**config.mk**
```make
export PLATFORM = sky130hd
export DESIGN_NAME = bpc_ctrl
export DESIGN_NICKNAME = d
export VERILOG_FILES = /design/src/rtl/core/bpc_pkg.sv /design/src/rtl/core/bpc_ctrl.sv
export SDC_FILE = /design/constraint.sdc
export NUM_CORES = 1
export LEC_CHECK = 0
export ABC_CLOCK_PERIOD_IN_PS = 3050
export BUFFER_PORTS_ARGS = -buffer_cell sky130_fd_sc_hd__buf_4
export CAP_MARGIN = 20
export CORE_MARGIN = 2
export CORE_UTILIZATION = 30
export CTS_CLUSTER_DIAMETER = 100
export DETAILED_ROUTE_END_ITERATION = 12
export GPL_TIMING_DRIVEN = 0
export HOLD_SLACK_MARGIN = 0.05
export PLACE_DENSITY = 0.48
export SETUP_SLACK_MARGIN = 0.05
export SLEW_MARGIN = 25
export SYNTH_ARGS = -nofsm -noshare
export SYNTH_HDL_FRONTEND = slang
export SYNTH_SLANG_ARGS = --single-unit
```
**constraint.sdc**
```tcl
create_clock -name clock -period 3.05 [get_ports clock]
set_clock_uncertainty 0.1 [all_clocks]
set_input_delay 0.305 -clock clock [delete_from_list [all_inputs] [get_ports clock]]
set_output_delay 0.305 -clock clock [all_outputs]
set_load 0.005 [all_outputs]
```
**src/rtl/core/bpc_pkg.sv**
```systemverilog
// ----------------------------------------------------------------------------
// Barometric compensation package
// Shared types, codes and the compensation microprogram for the block.
// ----------------------------------------------------------------------------
package bpc_pkg;

   localparam int PC_W = 6;
   localparam logic [PC_W-1:0] PC_TEMP  = 6'd0;
   localparam logic [PC_W-1:0] PC_PRESS = 6'd16;

   localparam int CNT_W = 7;
   localparam logic [CNT_W-1:0] MUL_LAST = 7'd2;
   localparam logic [CNT_W-1:0] DIV_LAST = 7'd65;

   localparam int SHAMT_W = 6;
   localparam int IMM_W   = 21;

   localparam logic [2:0] CSR_TEMP_COEF_1    = 3'd0;
   localparam logic [2:0] CSR_TEMP_COEF_2    = 3'd1;
   localparam logic [2:0] CSR_TEMP_COEF_3    = 3'd2;
   localparam logic [2:0] CSR_PRESS_COEF_1   = 3'd3;
   localparam logic [2:0] CSR_PRESS_COEF_2_3 = 3'd4;
   localparam logic [2:0] CSR_PRESS_COEF_4_5 = 3'd5;
   localparam logic [2:0] CSR_PRESS_COEF_6_7 = 3'd6;
   localparam logic [2:0] CSR_PRESS_COEF_8_9 = 3'd7;

   localparam logic KIND_TEMP  = 1'b0;
   localparam logic KIND_PRESS = 1'b1;

   typedef struct packed {
      logic        cmd;
      logic [19:0] raw_sample;
   } bpc_req_type;

   typedef struct packed {
      logic               kind;
      logic signed [31:0] temperature_centi;
      logic [31:0]        pressure_q24_8;
      logic               divide_by_zero;
   } bpc_rsp_type;

   typedef enum logic [1:0] {ST_IDLE, ST_RUN, ST_EMIT} bpc_state_type;

   typedef enum logic [2:0] {
      OP_NOP, OP_ADD, OP_SUB, OP_SHL, OP_ASR, OP_MUL, OP_DIV, OP_CHKZ
   } bpc_op_type;

   typedef enum logic [1:0] {REG_R0, REG_R1, REG_R2, REG_R3} bpc_reg_type;

   typedef enum logic [4:0] {
      SRC_R0, SRC_R1, SRC_R2, SRC_R3, SRC_ADC, SRC_FINE, SRC_IMM,
      SRC_T1, SRC_T2, SRC_T3,
      SRC_P1, SRC_P2, SRC_P3, SRC_P4, SRC_P5, SRC_P6, SRC_P7, SRC_P8, SRC_P9
   } bpc_src_type;

   typedef struct packed {
      bpc_op_type           op;
      bpc_reg_type          dst;
      bpc_src_type          src_a;
      bpc_src_type          src_b;
      logic [SHAMT_W-1:0]   shamt;
      logic [IMM_W-1:0]     imm;
      logic                 w32;
      logic                 fine_wr;
      logic                 last;
   } bpc_uop_type;

   typedef struct packed {
      logic        go;
      bpc_uop_type uop;
      logic        load_in;
      logic        out_wr;
      logic        out_kind;
      logic        out_dz;
   } bpc_cmd_type;

   typedef struct packed {
      logic done;
      logic div_zero;
   } bpc_stat_type;

   function automatic bpc_uop_type mk(input bpc_op_type op, input bpc_reg_type dst,
                                      input bpc_src_type a, input bpc_src_type b,
                                      input logic [SHAMT_W-1:0] sh,
                                      input logic [IMM_W-1:0] imm, input logic w32,
                                      input logic fine_wr, input logic last);
      bpc_uop_type u;
      u.op      = op;
      u.dst     = dst;
      u.src_a   = a;
      u.src_b   = b;
      u.shamt   = sh;
      u.imm     = imm;
      u.w32     = w32;
      u.fine_wr = fine_wr;
      u.last    = last;
      return u;
   endfunction

   // Temperature steps run on 32-bit wrapped values; pressure steps on 64 bits.
   function automatic bpc_uop_type uop_rom(input logic [PC_W-1:0] pc);
      bpc_uop_type u;
      unique case (pc)
         6'd0:  u = mk(OP_ASR, REG_R0, SRC_ADC, SRC_ADC, 6'd3, '0, 1'b1, 1'b0, 1'b0);
         6'd1:  u = mk(OP_SHL, REG_R1, SRC_T1, SRC_T1, 6'd1, '0, 1'b1, 1'b0, 1'b0);
         6'd2:  u = mk(OP_SUB, REG_R0, SRC_R0, SRC_R1, 6'd0, '0, 1'b1, 1'b0, 1'b0);
         6'd3:  u = mk(OP_MUL, REG_R0, SRC_R0, SRC_T2, 6'd0, '0, 1'b1, 1'b0, 1'b0);
         6'd4:  u = mk(OP_ASR, REG_R0, SRC_R0, SRC_R0, 6'd11, '0, 1'b1, 1'b0, 1'b0);
         6'd5:  u = mk(OP_ASR, REG_R1, SRC_ADC, SRC_ADC, 6'd4, '0, 1'b1, 1'b0, 1'b0);
         6'd6:  u = mk(OP_SUB, REG_R1, SRC_R1, SRC_T1, 6'd0, '0, 1'b1, 1'b0, 1'b0);
         6'd7:  u = mk(OP_MUL, REG_R1, SRC_R1, SRC_R1, 6'd0, '0, 1'b1, 1'b0, 1'b0);
         6'd8:  u = mk(OP_ASR, REG_R1, SRC_R1, SRC_R1, 6'd12, '0, 1'b1, 1'b0, 1'b0);
         6'd9:  u = mk(OP_MUL, REG_R1, SRC_R1, SRC_T3, 6'd0, '0, 1'b1, 1'b0, 1'b0);
         6'd10: u = mk(OP_ASR, REG_R1, SRC_R1, SRC_R1, 6'd14, '0, 1'b1, 1'b0, 1'b0);
         6'd11: u = mk(OP_ADD, REG_R0, SRC_R0, SRC_R1, 6'd0, '0, 1'b1, 1'b1, 1'b0);
         6'd12: u = mk(OP_MUL, REG_R0, SRC_R0, SRC_IMM, 6'd0, 21'd5, 1'b1, 1'b0, 1'b0);
         6'd13: u = mk(OP_ADD, REG_R0, SRC_R0, SRC_IMM, 6'd0, 21'd128, 1'b1, 1'b0, 1'b0);
         6'd14: u = mk(OP_ASR, REG_R0, SRC_R0, SRC_R0, 6'd8, '0, 1'b1, 1'b0, 1'b1);
         6'd16: u = mk(OP_SUB, REG_R0, SRC_FINE, SRC_IMM, 6'd0, 21'd128000, 1'b0, 1'b0, 1'b0);
         6'd17: u = mk(OP_MUL, REG_R1, SRC_R0, SRC_R0, 6'd0, '0, 1'b0, 1'b0, 1'b0);
         6'd18: u = mk(OP_MUL, REG_R2, SRC_R1, SRC_P6, 6'd0, '0, 1'b0, 1'b0, 1'b0);
         6'd19: u = mk(OP_MUL, REG_R3, SRC_R0, SRC_P5, 6'd0, '0, 1'b0, 1'b0, 1'b0);
         6'd20: u = mk(OP_SHL, REG_R3, SRC_R3, SRC_R3, 6'd17, '0, 1'b0, 1'b0, 1'b0);
         6'd21: u = mk(OP_ADD, REG_R2, SRC_R2, SRC_R3, 6'd0, '0, 1'b0, 1'b0, 1'b0);
         6'd22: u = mk(OP_SHL, REG_R3, SRC_P4, SRC_P4, 6'd35, '0, 1'b0, 1'b0, 1'b0);
         6'd23: u = mk(OP_ADD, REG_R2, SRC_R2, SRC_R3, 6'd0, '0, 1'b0, 1'b0, 1'b0);
         6'd24: u = mk(OP_MUL, REG_R1, SRC_R1, SRC_P3, 6'd0, '0, 1'b0, 1'b0, 1'b0);
         6'd25: u = mk(OP_ASR, REG_R1, SRC_R1, SRC_R1, 6'd8, '0, 1'b0, 1'b0, 1'b0);
         6'd26: u = mk(OP_MUL, REG_R3, SRC_R0, SRC_P2, 6'd0, '0, 1'b0, 1'b0, 1'b0);
         6'd27: u = mk(OP_SHL, REG_R3, SRC_R3, SRC_R3, 6'd12, '0, 1'b0, 1'b0, 1'b0);
         6'd28: u = mk(OP_ADD, REG_R1, SRC_R1, SRC_R3, 6'd0, '0, 1'b0, 1'b0, 1'b0);
         6'd29: u = mk(OP_SHL, REG_R3, SRC_IMM, SRC_IMM, 6'd47, 21'd1, 1'b0, 1'b0, 1'b0);
         6'd30: u = mk(OP_ADD, REG_R1, SRC_R1, SRC_R3, 6'd0, '0, 1'b0, 1'b0, 1'b0);
         6'd31: u = mk(OP_MUL, REG_R1, SRC_R1, SRC_P1, 6'd0, '0, 1'b0, 1'b0, 1'b0);
         6'd32: u = mk(OP_ASR, REG_R1, SRC_R1, SRC_R1, 6'd33, '0, 1'b0, 1'b0, 1'b0);
         6'd33: u = mk(OP_CHKZ, REG_R1, SRC_R1, SRC_R1, 6'd0, '0, 1'b0, 1'b0, 1'b0);
         6'd34: u = mk(OP_SUB, REG_R0, SRC_IMM, SRC_ADC, 6'd0, 21'd1048576, 1'b0, 1'b0, 1'b0);
         6'd35: u = mk(OP_SHL, REG_R0, SRC_R0, SRC_R0, 6'd31, '0, 1'b0, 1'b0, 1'b0);
         6'd36: u = mk(OP_SUB, REG_R0, SRC_R0, SRC_R2, 6'd0, '0, 1'b0, 1'b0, 1'b0);
         6'd37: u = mk(OP_MUL, REG_R0, SRC_R0, SRC_IMM, 6'd0, 21'd3125, 1'b0, 1'b0, 1'b0);
         6'd38: u = mk(OP_DIV, REG_R0, SRC_R0, SRC_R1, 6'd0, '0, 1'b0, 1'b0, 1'b0);
         6'd39: u = mk(OP_ASR, REG_R1, SRC_R0, SRC_R0, 6'd13, '0, 1'b0, 1'b0, 1'b0);
         6'd40: u = mk(OP_MUL, REG_R2, SRC_P9, SRC_R1, 6'd0, '0, 1'b0, 1'b0, 1'b0);
         6'd41: u = mk(OP_MUL, REG_R2, SRC_R2, SRC_R1, 6'd0, '0, 1'b0, 1'b0, 1'b0);
         6'd42: u = mk(OP_ASR, REG_R2, SRC_R2, SRC_R2, 6'd25, '0, 1'b0, 1'b0, 1'b0);
         6'd43: u = mk(OP_MUL, REG_R3, SRC_P8, SRC_R0, 6'd0, '0, 1'b0, 1'b0, 1'b0);
         6'd44: u = mk(OP_ASR, REG_R3, SRC_R3, SRC_R3, 6'd19, '0, 1'b0, 1'b0, 1'b0);
         6'd45: u = mk(OP_ADD, REG_R0, SRC_R0, SRC_R2, 6'd0, '0, 1'b0, 1'b0, 1'b0);
         6'd46: u = mk(OP_ADD, REG_R0, SRC_R0, SRC_R3, 6'd0, '0, 1'b0, 1'b0, 1'b0);
         6'd47: u = mk(OP_ASR, REG_R0, SRC_R0, SRC_R0, 6'd8, '0, 1'b0, 1'b0, 1'b0);
         6'd48: u = mk(OP_SHL, REG_R3, SRC_P7, SRC_P7, 6'd4, '0, 1'b0, 1'b0, 1'b0);
         6'd49: u = mk(OP_ADD, REG_R0, SRC_R0, SRC_R3, 6'd0, '0, 1'b0, 1'b0, 1'b1);
         default: u = mk(OP_NOP, REG_R0, SRC_R0, SRC_R0, 6'd0, '0, 1'b0, 1'b0, 1'b1);
      endcase
      return u;
   endfunction

endpackage

```
**src/rtl/core/bpc_ctrl.sv**
```systemverilog
// ----------------------------------------------------------------------------
// Compensation controller
// Accepts a reading, steps the microprogram through the datapath and hands
// the result to the output register.
// ----------------------------------------------------------------------------
module bpc_ctrl (
   input  logic                  clock,
   input  logic                  reset,
   input  logic                  req_valid,
   input  logic                  req_cmd,
   output logic                  req_ready,
   output logic                  rsp_valid,
   input  logic                  rsp_ready,
   input  bpc_pkg::bpc_stat_type stat,
   output bpc_pkg::bpc_cmd_type  cmd
);

   bpc_pkg::bpc_state_type state_ff, state_in;
   logic [bpc_pkg::PC_W-1:0] pc_ff, pc_in;
   logic kind_ff, kind_in, dz_ff, dz_in, rsp_valid_ff, rsp_valid_in;
   logic out_free;
   bpc_pkg::bpc_uop_type uop;

   assign uop      = bpc_pkg::uop_rom(pc_ff);
   assign out_free = !rsp_valid_ff || rsp_ready;

   always_comb begin
      state_in = state_ff;
      pc_in    = pc_ff;
      kind_in  = kind_ff;
      dz_in    = dz_ff;
      unique case (state_ff)
         bpc_pkg::ST_IDLE: begin
            if (req_valid) begin
               state_in = bpc_pkg::ST_RUN;
               kind_in  = req_cmd;
               dz_in    = 1'b0;
               pc_in    = (req_cmd == bpc_pkg::KIND_PRESS) ? bpc_pkg::PC_PRESS
                                                           : bpc_pkg::PC_TEMP;
            end
         end
         bpc_pkg::ST_RUN: begin
            if (stat.done) begin
               if (uop.op == bpc_pkg::OP_CHKZ && stat.div_zero) begin
                  dz_in    = 1'b1;
                  state_in = bpc_pkg::ST_EMIT;
               end else if (uop.last) begin
                  state_in = bpc_pkg::ST_EMIT;
               end else begin
                  pc_in = pc_ff + 6'd1;
               end
            end
         end
         bpc_pkg::ST_EMIT: begin
            if (out_free) begin
               state_in = bpc_pkg::ST_IDLE;
            end
         end
         default: state_in = bpc_pkg::ST_IDLE;
      endcase
   end

   always_comb begin
      cmd          = '0;
      cmd.uop      = uop;
      cmd.out_kind = kind_ff;
      cmd.out_dz   = dz_ff;
      req_ready    = 1'b0;
      unique case (state_ff)
         bpc_pkg::ST_IDLE: begin
            req_ready   = 1'b1;
            cmd.load_in = req_valid;
         end
         bpc_pkg::ST_RUN:  cmd.go     = 1'b1;
         bpc_pkg::ST_EMIT: cmd.out_wr = out_free;
         default: ;
      endcase
      rsp_valid_in = cmd.out_wr || (rsp_valid_ff && !rsp_ready);
   end

   always_ff @(posedge clock) begin
      if (reset) begin
         state_ff     <= bpc_pkg::ST_IDLE;
         pc_ff        <= '0;
         kind_ff      <= 1'b0;
         dz_ff        <= 1'b0;
         rsp_valid_ff <= 1'b0;
      end else begin
         state_ff     <= state_in;
         pc_ff        <= pc_in;
         kind_ff      <= kind_in;
         dz_ff        <= dz_in;
         rsp_valid_ff <= rsp_valid_in;
      end
   end

   assign rsp_valid = rsp_valid_ff;

endmodule

```
==> metrics, run 1 <==
outcome finished clean; per-instance average area after synthesis 8.064 um2; number of enable-type register cells in the synthesized netlist 0; leading cell types by count after synthesis 43 x sky130_fd_sc_hd__nand2_1, 42 x sky130_fd_sc_hd__dfxtp_1, 28 x sky130_fd_sc_hd__a21oi_1, 28 x sky130_fd_sc_hd__nor2_1, 19 x sky130_fd_sc_hd__buf_4; most repeated cell in the gate-level netlist after synthesis sky130_fd_sc_hd__nand2_1; violation count after the first detailed-route iteration 282; actual transition at the worst max-transition pin 0.6175 ns; largest family of logic cells by synthesized area compound AO/OA/AOI/OAI gates; via count of the first global-routing pass 2957; Slew headroom 58.83%; Die Height 104.4 um; class of the most critical setup path reg -> reg; number of H-tree branching levels 2; number of primary I/O pins 59; number of antenna violations at the first check in global routing 0; first element of the critical path state_ff[0]; layout cell share with drive strength beyond 1 31.76%; Power Density 338.1 nW/um2; final layout net count 461; Crit path buffers/inverters 3; cell types with the largest area share after synthesis sky130_fd_sc_hd__dfxtp_1 28%, sky130_fd_sc_hd__nand2_1 5.3%, sky130_fd_sc_hd__buf_4 4.7%, sky130_fd_sc_hd__a21oi_1 4.6%, sky130_fd_sc_hd__ha_1 4.6%; Data required, critical path 3.16 ns; Peak VDD IR 0.1556 mV; startpoint of the worst register-to-register path state_ff[0]; adder-cell share of the synthesized area 4.551%; area occupied by registers 842.1 um2; Worst Reg-to-Reg Cells 8; initial standard-cell utilization of the core 30.94%; highest net fanout along the worst path 10; hold violation count in the final report 0; first-pass GRT wire length 16950 um; placed inst area 3592 um2; count of input and output buffers 50; number of clock sinks 42; arrival time worst endpoint 2.97 ns; DPL Wire Length 7786 um; Levels on crit path 8; Most Frequent Cell on Critical Path sky130_fd_sc_hd__buf_4; synthesized-area fraction occupied by xor and xnor cells 1.158%; most common flop cell mapped by yosys sky130_fd_sc_hd__dfxtp_1; DIE WIDTH 104.4 um; number of different library cells in the post-synthesis netlist 79; Hold Crit Endpoint state_ff[0]; drt drc 0; register-to-register path setup slack 0.20 ns; share of Yosys cell area claimed by the top area cell type 27.80%; critical path, cell by cell nand3b_1, buf_4, nor4_1, mux2i_2, buf_4, clkbuf_1, o221ai_1, o21ai_0; RSZ-0062 raised after global routing yes; WHS Path Cells 3; Cells after DPL 565; gr usage total 19.79%; number of rows created at floorplan 36; TritonCTS clock tree yes; final design utilization 38.82%; number of clock buffers inserted by TritonCTS 5; number of violations of the max-capacitance limit 0; start point of the worst min-delay path req_valid; leakage power summed over all cells 0.001547 uW; final worst path period share 93.59%; setup-violating endpoint count in the final report 0; element type at the critical path start flop; worst r2r dst uop[31]; mux share of post-synthesis cell area 1.820%; simple-gate portion of the synthesized area 22.01%; synthesized flop and latch total 42; fraction of the mapped netlist area in compound gates 30.37%; mean number of vias per cell 5.619; quantity of hold-fixing buffers added after cts 0; number of iterations in the first detailed-routing pass 5; global route total overflow 0; drt wl/cell 18.77 um; cell type contributing the most total cell area after synthesis sky130_fd_sc_hd__dfxtp_1; clock input transition at the sequential cells of the worst setup and hold paths 0.09 ns; total standard cell area after synthesis 3024 um2; Die Footprint 10900 um2; share of synthesized flip-flops with an asynchronous set or reset 0%; Filler Cells Inserted 1052; Multi-input gate area 1903 um2; number of warning messages in the yosys log 0; minimum clock period 2.855 ns; Max Clk Rate 350.3 MHz; delay of the slowest cell on the worst path 0.49 ns; routability-driven placement congestion ratio 0.9266; final sum of negative setup slack 0 ns; slowest stage cell on the critical path sky130_fd_sc_hd__clkbuf_1; class of the tightest hold or removal check in -> reg; detailed-route via count 3242; CP top delay family buffers and inverters; total wire length after detailed routing 10830 um; crit path capture type flop; pin count of the biggest net entering global routing 15; antenna diode count 0; Finished Cell Area 3795 um2; total core area 9774 um2; synthesized instance count 375; largest buffer count on any clock path 2; clock network latency to the later pin of the worst-skew pair 0.30 ns; sequential share of the synthesized area 27.80%; Final Instance Count excl. Fillers 577; root buffer cell sky130_fd_sc_hd__clkbuf_8; remaining antenna violation count 0; layout-stage area growth over the synthesis result 25.49%; final slew viol count 0
## final cells by class
type | instances | area share, %
multi-input cells | 282 | 50.15
flip-flops and latches | 42 | 22.19
repair buffers | 56 | 11.08
plain buffers | 43 | 8.111
well taps | 133 | 4.385
clock buffers | 6 | 1.912
inverters | 13 | 1.813
clock inverters | 2 | 0.3627
## sequential cells by signal (all words and copies together) (netlist names)
register and count:
uop 31, pc_ff 6, state_ff 2, dz_ff 1, kind_ff 1, rsp_valid 1
## placed cells by master, fill, tap and decap left out, types with 5 or more instances in the layout
master,synthesis,final
sky130_fd_sc_hd__buf_4,19,75
sky130_fd_sc_hd__nand2_1,43,43
sky130_fd_sc_hd__dfxtp_1,42,41
sky130_fd_sc_hd__nor2_1,28,28
sky130_fd_sc_hd__a21oi_1,28,28
sky130_fd_sc_hd__o21ai_0,15,15
sky130_fd_sc_hd__buf_2,12,11
sky130_fd_sc_hd__nand3_1,10,10
sky130_fd_sc_hd__o211ai_1,10,10
sky130_fd_sc_hd__ha_1,11,10
sky130_fd_sc_hd__a31oi_1,9,9
sky130_fd_sc_hd__nor3_1,11,8
sky130_fd_sc_hd__conb_1,1,8
sky130_fd_sc_hd__nand4_1,7,7
sky130_fd_sc_hd__buf_6,6,6
sky130_fd_sc_hd__inv_1,6,6
sky130_fd_sc_hd__a211oi_1,6,6
sky130_fd_sc_hd__clkbuf_1,7,5
sky130_fd_sc_hd__o22ai_1,5,5
sky130_fd_sc_hd__clkbuf_8,0,5
## metrics by stage
step	hold WS, ns	total power [uW]	worst slack [ns]
finish	0.1953	1283	0.1955
detailed placement	0.3575	900.9	-0.6511
floorplan	0.3367	785.7	0.4245
global placement	0.3466	904.0	-0.7451
global route	0.2200	1342	0.01611
CTS	0.1938	1280	0.07447
## worst reg2reg max path, delay by kind of cell (launching register included)
family                 cells  cell delay, ns
and+or+nand+nor            2            0.61
DFF                        1            0.45
buffers and inverters      3            0.85
muxes                      1            0.25
AOI/OAI and AO/OA          2            0.51
## cells by family after synthesis
family | count (synthesis)
and+or+nand+nor | 131
AOI/OAI and AO/OA | 123
buffers and inverters | 58
DFF | 42
adders and majority gates | 11
muxes | 5
xor gates and xnor gates | 4
other | 1
## metal layers
| layer | routed length [um] | track usage, % | vias up |
|---|---|---|---|
| met2 | 4760 | 30.35 | 185 |
| met4 | 293 | 6.660 | 0 |
| met1 | 4896 | 27.94 | 1527 |
| li1 | - | - | 1498 |
| met3 | 880 | 3.321 | 32 |
| met5 | 0 | 0 | - |
## report_power, final
part / total, uW / internal [uW] / switching, uW / leakage, uW
Sequential: 593 / 575 / 18.2 / 0.000343
Clock: 374 / 162 / 212 / 0.0000452
Combinational: 316 / 138 / 178 / 0.00116
## worst max path at each step
| stage | end | slack (ns) |
|---|---|---|
| 4_1_cts | uop[44] | 0.07 |
| 3_5_place_dp | uop[44] | -0.65 |
| 5_1_grt | uop[33] | 0.02 |
| 3_3_place_gp | uop[44] | -0.75 |
| 6_report | uop[31] | 0.20 |
| 2_1_floorplan | uop[44] | 0.42 |
## what timing repair did
action	CTS	global route
setup buffers	0	6
endpoints found under the hold margin	0	0
gates resized for setup	8	13
endpoints found under the setup margin	18	15
pin swaps	0	2
No activity file was read; power rests on OpenSTA's default activity.
==> run 2, diff against run 1 <==
--- a/config.mk
+++ b/config.mk
@@ -8,6 +8,7 @@
 export ABC_CLOCK_PERIOD_IN_PS = 3050
 export BUFFER_PORTS_ARGS = -buffer_cell sky130_fd_sc_hd__buf_4
 export CAP_MARGIN = 20
+export CORE_ASPECT_RATIO = 1.5
 export CORE_MARGIN = 2
 export CORE_UTILIZATION = 30
 export CTS_CLUSTER_DIAMETER = 100
==> run 2 against run 1 <==
  * Count of clock-buffer cells in the layout up 1
  * Core utilization is 0.25 points higher
  * Final area rose by 0.33%
  * Routed wire length increased by 10%
  * Global-route usage increased by 1.7 points
  * Non-clock buffer count fell by 4
  * Maximum frequency fell by 2.6%
  * Combinational power about the same
  * Via count rose by 1.5%
==> metrics, run 2 (synthesized netlist as in run 1, its figures left out) <==
outcome finished clean; gr usage total 21.48% (+1.7 points); class of the tightest hold or removal check in -> reg; highest net fanout along the worst path 14 (+4); number of violations of the max-capacitance limit 0 (unchanged); actual transition at the worst max-transition pin 0.6363 ns (+0.01880 ns); Clock Power Share 37.6% (+8.4 points); DIE WIDTH 85.98 um (-18%); total core area 9744 um2 (-0.31%); number of H-tree branching levels 2 (unchanged); number of clock sinks 42 (unchanged); global route total overflow 0 (unchanged); WHS Path Cells 3 (unchanged); final worst path period share 96.11% (+2.5 points); Final Instance Count excl. Fillers 555 (-3.8%); root buffer cell sky130_fd_sc_hd__clkbuf_16; placed inst area 3570 um2 (-0.63%); Slew headroom 57.39% (-1.4 points); Post-Place Worst Slack -0.7484 ns (-0.09737 ns); Die Height 127.0 um (+22%); Finished Cell Area 3807 um2 (+0.33%); worst r2r dst uop[32]; crit path capture type flop; startpoint of the worst register-to-register path state_ff[0]; class of the most critical setup path reg -> reg; delay of the slowest cell on the worst path 0.47 ns (-0.02 ns); most frequent cells in the layout 72 x sky130_fd_sc_hd__buf_4, 43 x sky130_fd_sc_hd__nand2_1, 40 x sky130_fd_sc_hd__dfxtp_1; leakage power summed over all cells 0.001552 uW (+0.32%); Levels on crit path 11 (+3); final slew viol count 0 (unchanged); slowest stage cell on the critical path sky130_fd_sc_hd__or3b_4; clock input transition at the sequential cells of the worst setup and hold paths 0.06 ns (-0.03 ns); number of rows created at floorplan 44 (+22%); Cells after DPL 547 (-3.2%); setup-violating endpoint count in the final report 0 (unchanged); mean number of vias per cell 5.928 (+5.5%); Crit path buffers/inverters 2 (-1); Setup WS post-layout 0.1185 ns (-0.07695 ns); Int Pwr 1036 uW (+18%); Worst Reg-to-Reg Cells 11 (+3); CP top delay family simple AND/OR/NAND/NOR gates; element type at the critical path start flop; Net Sw Power 423.8 uW (+3.9%); antenna diode count 0 (unchanged); Comb power frac 21.6% (-3.0 points); routability-driven placement congestion ratio 0.9346 (+0.86%); number of primary I/O pins 59 (unchanged); register-to-register path setup slack 0.12 ns (-0.08 ns); drt wl/cell 21.47 um (+14%); violation count after the first detailed-route iteration 329 (+17%); Power Density 383.4 nW/um2 (+13%); pin count of the biggest net entering global routing 15 (unchanged); start point of the worst min-delay path req_valid; layout cell share with drive strength beyond 1 32.05% (+0.29 points); via count of the first global-routing pass 3135 (+6.0%); Peak VDD IR 0.2363 mV (+52%); TritonCTS clock tree yes; total wire length after detailed routing 11920 um (+10%); Data required, critical path 3.15 ns (about the same); clock network latency to the later pin of the worst-skew pair 0.30 ns (about the same); Switching Fraction 29.03% (-2.8 points); remaining antenna violation count 0 (unchanged); number of flip-flops under the largest register name 31 (unchanged); largest buffer count on any clock path 2 (unchanged); layout-stage area growth over the synthesis result 25.90%; DPL Wire Length 8761 um (+13%); Max Clk Rate 341.1 MHz (-2.6%); final layout net count 457 (-0.87%); Die Footprint 10920 um2 (+0.15%); detailed-route via count 3290 (+1.5%); first-pass GRT wire length 17890 um (+5.5%); Hold Crit Endpoint state_ff[0]; arrival time worst endpoint 3.03 ns (+0.06 ns); RSZ-0062 raised after global routing no; drt drc 0 (unchanged); hold violation count in the final report 0 (unchanged); count of input and output buffers 50 (unchanged); critical path, cell by cell or3b_4, inv_6, nor3b_1, nand2_1, nand2_4, inv_4, ha_1, nor2_1, a211oi_1, nor3_1, o32ai_1; number of clock buffers inserted by TritonCTS 5 (unchanged); number of iterations in the first detailed-routing pass 5 (unchanged); initial standard-cell utilization of the core 31.03% (+0.095 points); minimum clock period 2.931 ns (+0.07695 ns); Flop pwr share 40.8% (-5.4 points); commonest non-fill, non-tap cell in the layout sky130_fd_sc_hd__buf_4; number of antenna violations at the first check in global routing 0 (unchanged)
[run 2: changes by cell type in the layout (fill, tap and decap cells not counted), sizes merged]
cell	previous run	this run
buf	93	90
clkinv	3	2
[run 2: tightest hold or removal path: cells and delay by family]
family	cells	cell delay [ns]
buf+inv	1	0.12
simple gates	2	0.13
[run 2: cell type report]
type | instances | area [um2]
fill | 1048 | 5937
multi-input combinational | 282 | 1907
sequential | 42 | 843.3
timing repair buffer | 52 | 390.4
buffer | 43 | 311.5
tap | 115 | 143.9
clock buffer | 7 | 142.6
inverter | 13 | 63.81
clock inverter | 1 | 5.005
[run 2: timing repair]
item,CTS,global route
buffers inserted,2,0
gates resized for setup,11,12
hold buffers,0,0
endpoints found under the setup margin,21,9
[run 2: per-stage QoR]
step           setup TNS [ns]  hold WS, ns  total power (uW)  utilization [%]
6_report                    0       0.1906              1460            39.07
3_5_place_dp           -6.319       0.3512             908.2            36.63
5_1_grt                     0       0.2217              1512            39.07
3_3_place_gp           -6.247       0.3455             910.9            36.63
4_1_cts                     0       0.2024              1464            38.67
2_1_floorplan               0       0.3367             785.7                -
[run 2: layer usage]
metal	vias up	part of all wire, %	global-route usage (%)
li1	1486	-	-
met1	1574	37	24.11
met2	181	51	37.53
met3	49	6.3	3.188
met4	0	5.6	12.89
met5	-	0	0
[run 2: power groups by stage]
stage	clock (uW)	sequential, uW	combinational (uW)
final	549	595	315
after global routing	577	598	337
after CTS	560	595	308
after detailed placement	0	607	301
after global placement	0	606	305
after floorplan	0	606	180
[run 2: how the worst max path moves through the flow]
| stage | endpoint | start |
|---|---|---|
| 3_3_place_gp | uop[44] | reset |
| 5_1_grt | uop[31] | uop[43] |
| 3_5_place_dp | uop[44] | reset |
| 4_1_cts | uop[44] | state_ff[0] |
| 2_1_floorplan | uop[44] | state_ff[0] |
| 6_report | uop[32] | state_ff[0] |
==> run 3, diff against run 2 <==
--- a/config.mk
+++ b/config.mk
@@ -10,12 +10,12 @@
 export CAP_MARGIN = 20
 export CORE_ASPECT_RATIO = 1.5
 export CORE_MARGIN = 2
-export CORE_UTILIZATION = 30
+export CORE_UTILIZATION = 25
 export CTS_CLUSTER_DIAMETER = 100
 export DETAILED_ROUTE_END_ITERATION = 12
 export GPL_TIMING_DRIVEN = 0
 export HOLD_SLACK_MARGIN = 0.05
-export PLACE_DENSITY = 0.48
+export PLACE_DENSITY = 0.41
 export SETUP_SLACK_MARGIN = 0.05
 export SLEW_MARGIN = 25
 export SYNTH_ARGS = -nofsm -noshare
==> run 3 against run 2 <==
  * Critical path depth is 1 lower
  * Largest cell class unchanged
  * Maximum frequency is 1.5% higher
  * Count of clock-buffer cells in the layout is 2 lower
  * First-iteration DRC count is 25% higher
  * Power is 3.7% higher
  * Final area is 0.76% higher
  * Combinational power is 1% lower
==> metrics, run 3 (synthesized netlist as in run 1, its figures left out) <==
via count of the first global-routing pass 3070 (-2.1%); mean number of vias per cell 5.427 (-8.5%); drt wl/cell 20.09 um (-6.4%); DPL Wire Length 9014 um (+2.9%); TritonCTS clock tree yes; root buffer cell sky130_fd_sc_hd__clkbuf_16; class of the tightest hold or removal check in -> reg; hold slack final 0.2073 ns (+0.01675 ns); minimum clock period 2.888 ns (-0.04340 ns); number of primary I/O pins 59 (unchanged); number of antenna violations at the first check in global routing 0 (unchanged); largest buffer count on any clock path 2 (unchanged); final slew viol count 0 (unchanged); Die Footprint 13010 um2 (+19%); crit path capture type flop; class of the most critical setup path reg -> reg; gr usage total 18.19% (-3.3 points); Filler Cells Inserted 1301 (+24%); number of iterations in the first detailed-routing pass 5 (unchanged); most frequent cells in the layout 72 x sky130_fd_sc_hd__buf_4, 42 x sky130_fd_sc_hd__nand2_1, 41 x sky130_fd_sc_hd__dfxtp_1; Slew headroom 58.25% (+0.85 points); layout-stage area growth over the synthesis result 26.85%; final layout net count 457 (unchanged); number of clock buffers inserted by TritonCTS 5 (unchanged); Max Clk Rate 346.3 MHz (+1.5%); startpoint of the worst register-to-register path state_ff[0]; clock input transition at the sequential cells of the worst setup and hold paths 0.06 ns (about the same); number of H-tree branching levels 2 (unchanged); quantity of hold-fixing buffers added after cts 0 (unchanged); RSZ-0062 raised after global routing yes; arrival time worst endpoint 2.95 ns (-0.08 ns); antenna diode count 0 (unchanged); Setup WS post-layout 0.1619 ns (+0.04340 ns); DIE WIDTH 93.80 um (+9.1%); setup-violating endpoint count in the final report 0 (unchanged); routability-driven placement congestion ratio 0.9170 (-1.9%); detailed-route via count 3218 (-2.2%); number of violations of the max-capacitance limit 0 (unchanged); clock network latency to the later pin of the worst-skew pair 0.29 ns (about the same); number of flip-flops under the largest register name 31 (unchanged); drt drc 0 (unchanged); first element of the critical path state_ff[0]; leakage power summed over all cells 0.001553 uW (about the same); initial standard-cell utilization of the core 25.43% (-5.6 points); violation count after the first detailed-route iteration 411 (+25%); remaining antenna violation count 0 (unchanged); Die Height 138.7 um (+9.2%); element type at the critical path start flop; pin count of the biggest net entering global routing 15 (unchanged); start point of the worst min-delay path req_valid; count of input and output buffers 50 (unchanged); final design utilization 32.25% (-6.8 points); total wire length after detailed routing 11920 um (about the same); Cells after DPL 585 (+6.9%); number of rows created at floorplan 49 (+11%); commonest non-fill, non-tap cell in the layout sky130_fd_sc_hd__buf_4; global route total overflow 0 (unchanged); first-pass GRT wire length 18110 um (+1.2%); Peak VDD IR 0.3087 mV (+31%); outcome finished clean; number of clock sinks 42 (unchanged); hold violation count in the final report 0 (unchanged); Data required, critical path 3.11 ns (-0.04 ns); Final Instance Count excl. Fillers 593 (+6.8%); highest net fanout along the worst path 12 (-2); final worst path period share 94.69% (-1.4 points); actual transition at the worst max-transition pin 0.6263 ns (-0.01000 ns); layout cell share with drive strength beyond 1 31.36% (-0.68 points); total core area 11890 um2 (+22%); Post-Place Worst Slack -0.8174 ns (-0.06897 ns); Power Density 394.7 nW/um2 (+2.9%)
==> run 3: final timing paths <==
path         cells past startpoint  slack (ns)     endpoint
max reg2reg                     10        0.16      uop[24]
max                             10        0.16      uop[24]
min                              3        0.21  state_ff[0]
min reg2reg                      2        0.36      kind_ff
==> run 3: cell type report <==
class | count | area, um2 | share of cell area (%)
plain buffers | 43 | 307.8 | 8.023
well taps | 153 | 191.4 | 4.990
clock inverters | 3 | 40.04 | 1.044
inverters | 13 | 63.81 | 1.663
clock buffers | 5 | 125.1 | 3.262
multi-input cells | 282 | 1876 | 48.89
flip-flops and latches | 42 | 842.1 | 21.95
repair buffers | 52 | 390.4 | 10.18
==> run 3: per-stage QoR <==
stage | instance area [um2] | setup TNS [ns] | power, uW
after global placement | 3617 | -8.447 | 911.9
after CTS | 3809 | 0 | 1537
after detailed placement | 3617 | -7.339 | 908.7
after floorplan | 3050 | 0 | 785.7
final | 3836 | 0 | 1514
after global routing | 3836 | 0 | 1582
==> run 3: power by group <==
| part | internal (uW) | switching [uW] |
|---|---|---|
| sequential | 576 | 18.4 |
| combinational | 133 | 178 |
| clock | 383 | 225 |
==> run 3: critical path, stage by stage (launching register included) <==
cell,delay (ns)
sky130_fd_sc_hd__dfxtp_1,0.37
sky130_fd_sc_hd__or3b_4,0.48
sky130_fd_sc_hd__nand2b_2,0.23
sky130_fd_sc_hd__a21o_1,0.12
sky130_fd_sc_hd__buf_4,0.22
sky130_fd_sc_hd__clkinv_4,0.16
sky130_fd_sc_hd__ha_1,0.41
sky130_fd_sc_hd__nand2_1,0.20
sky130_fd_sc_hd__nand3_1,0.09
sky130_fd_sc_hd__a31oi_1,0.31
sky130_fd_sc_hd__a31oi_1,0.08
==> run 3: repair_timing <==
action / CTS / global route
setup buffers: 0 / 2
endpoints found under the setup margin: 20 / 10
resized for setup: 9 / 6
pin swaps: 0 / 0
==> run 3: layer usage <==
metal | up-vias | global-route usage (%) | share of wire (%)
li1 | 1479 | - | -
met1 | 1524 | 20.50 | 37
met2 | 177 | 32.37 | 51
met3 | 38 | 1.848 | 5.6
met4 | 0 | 10.60 | 5.8
met5 | - | 0 | 0
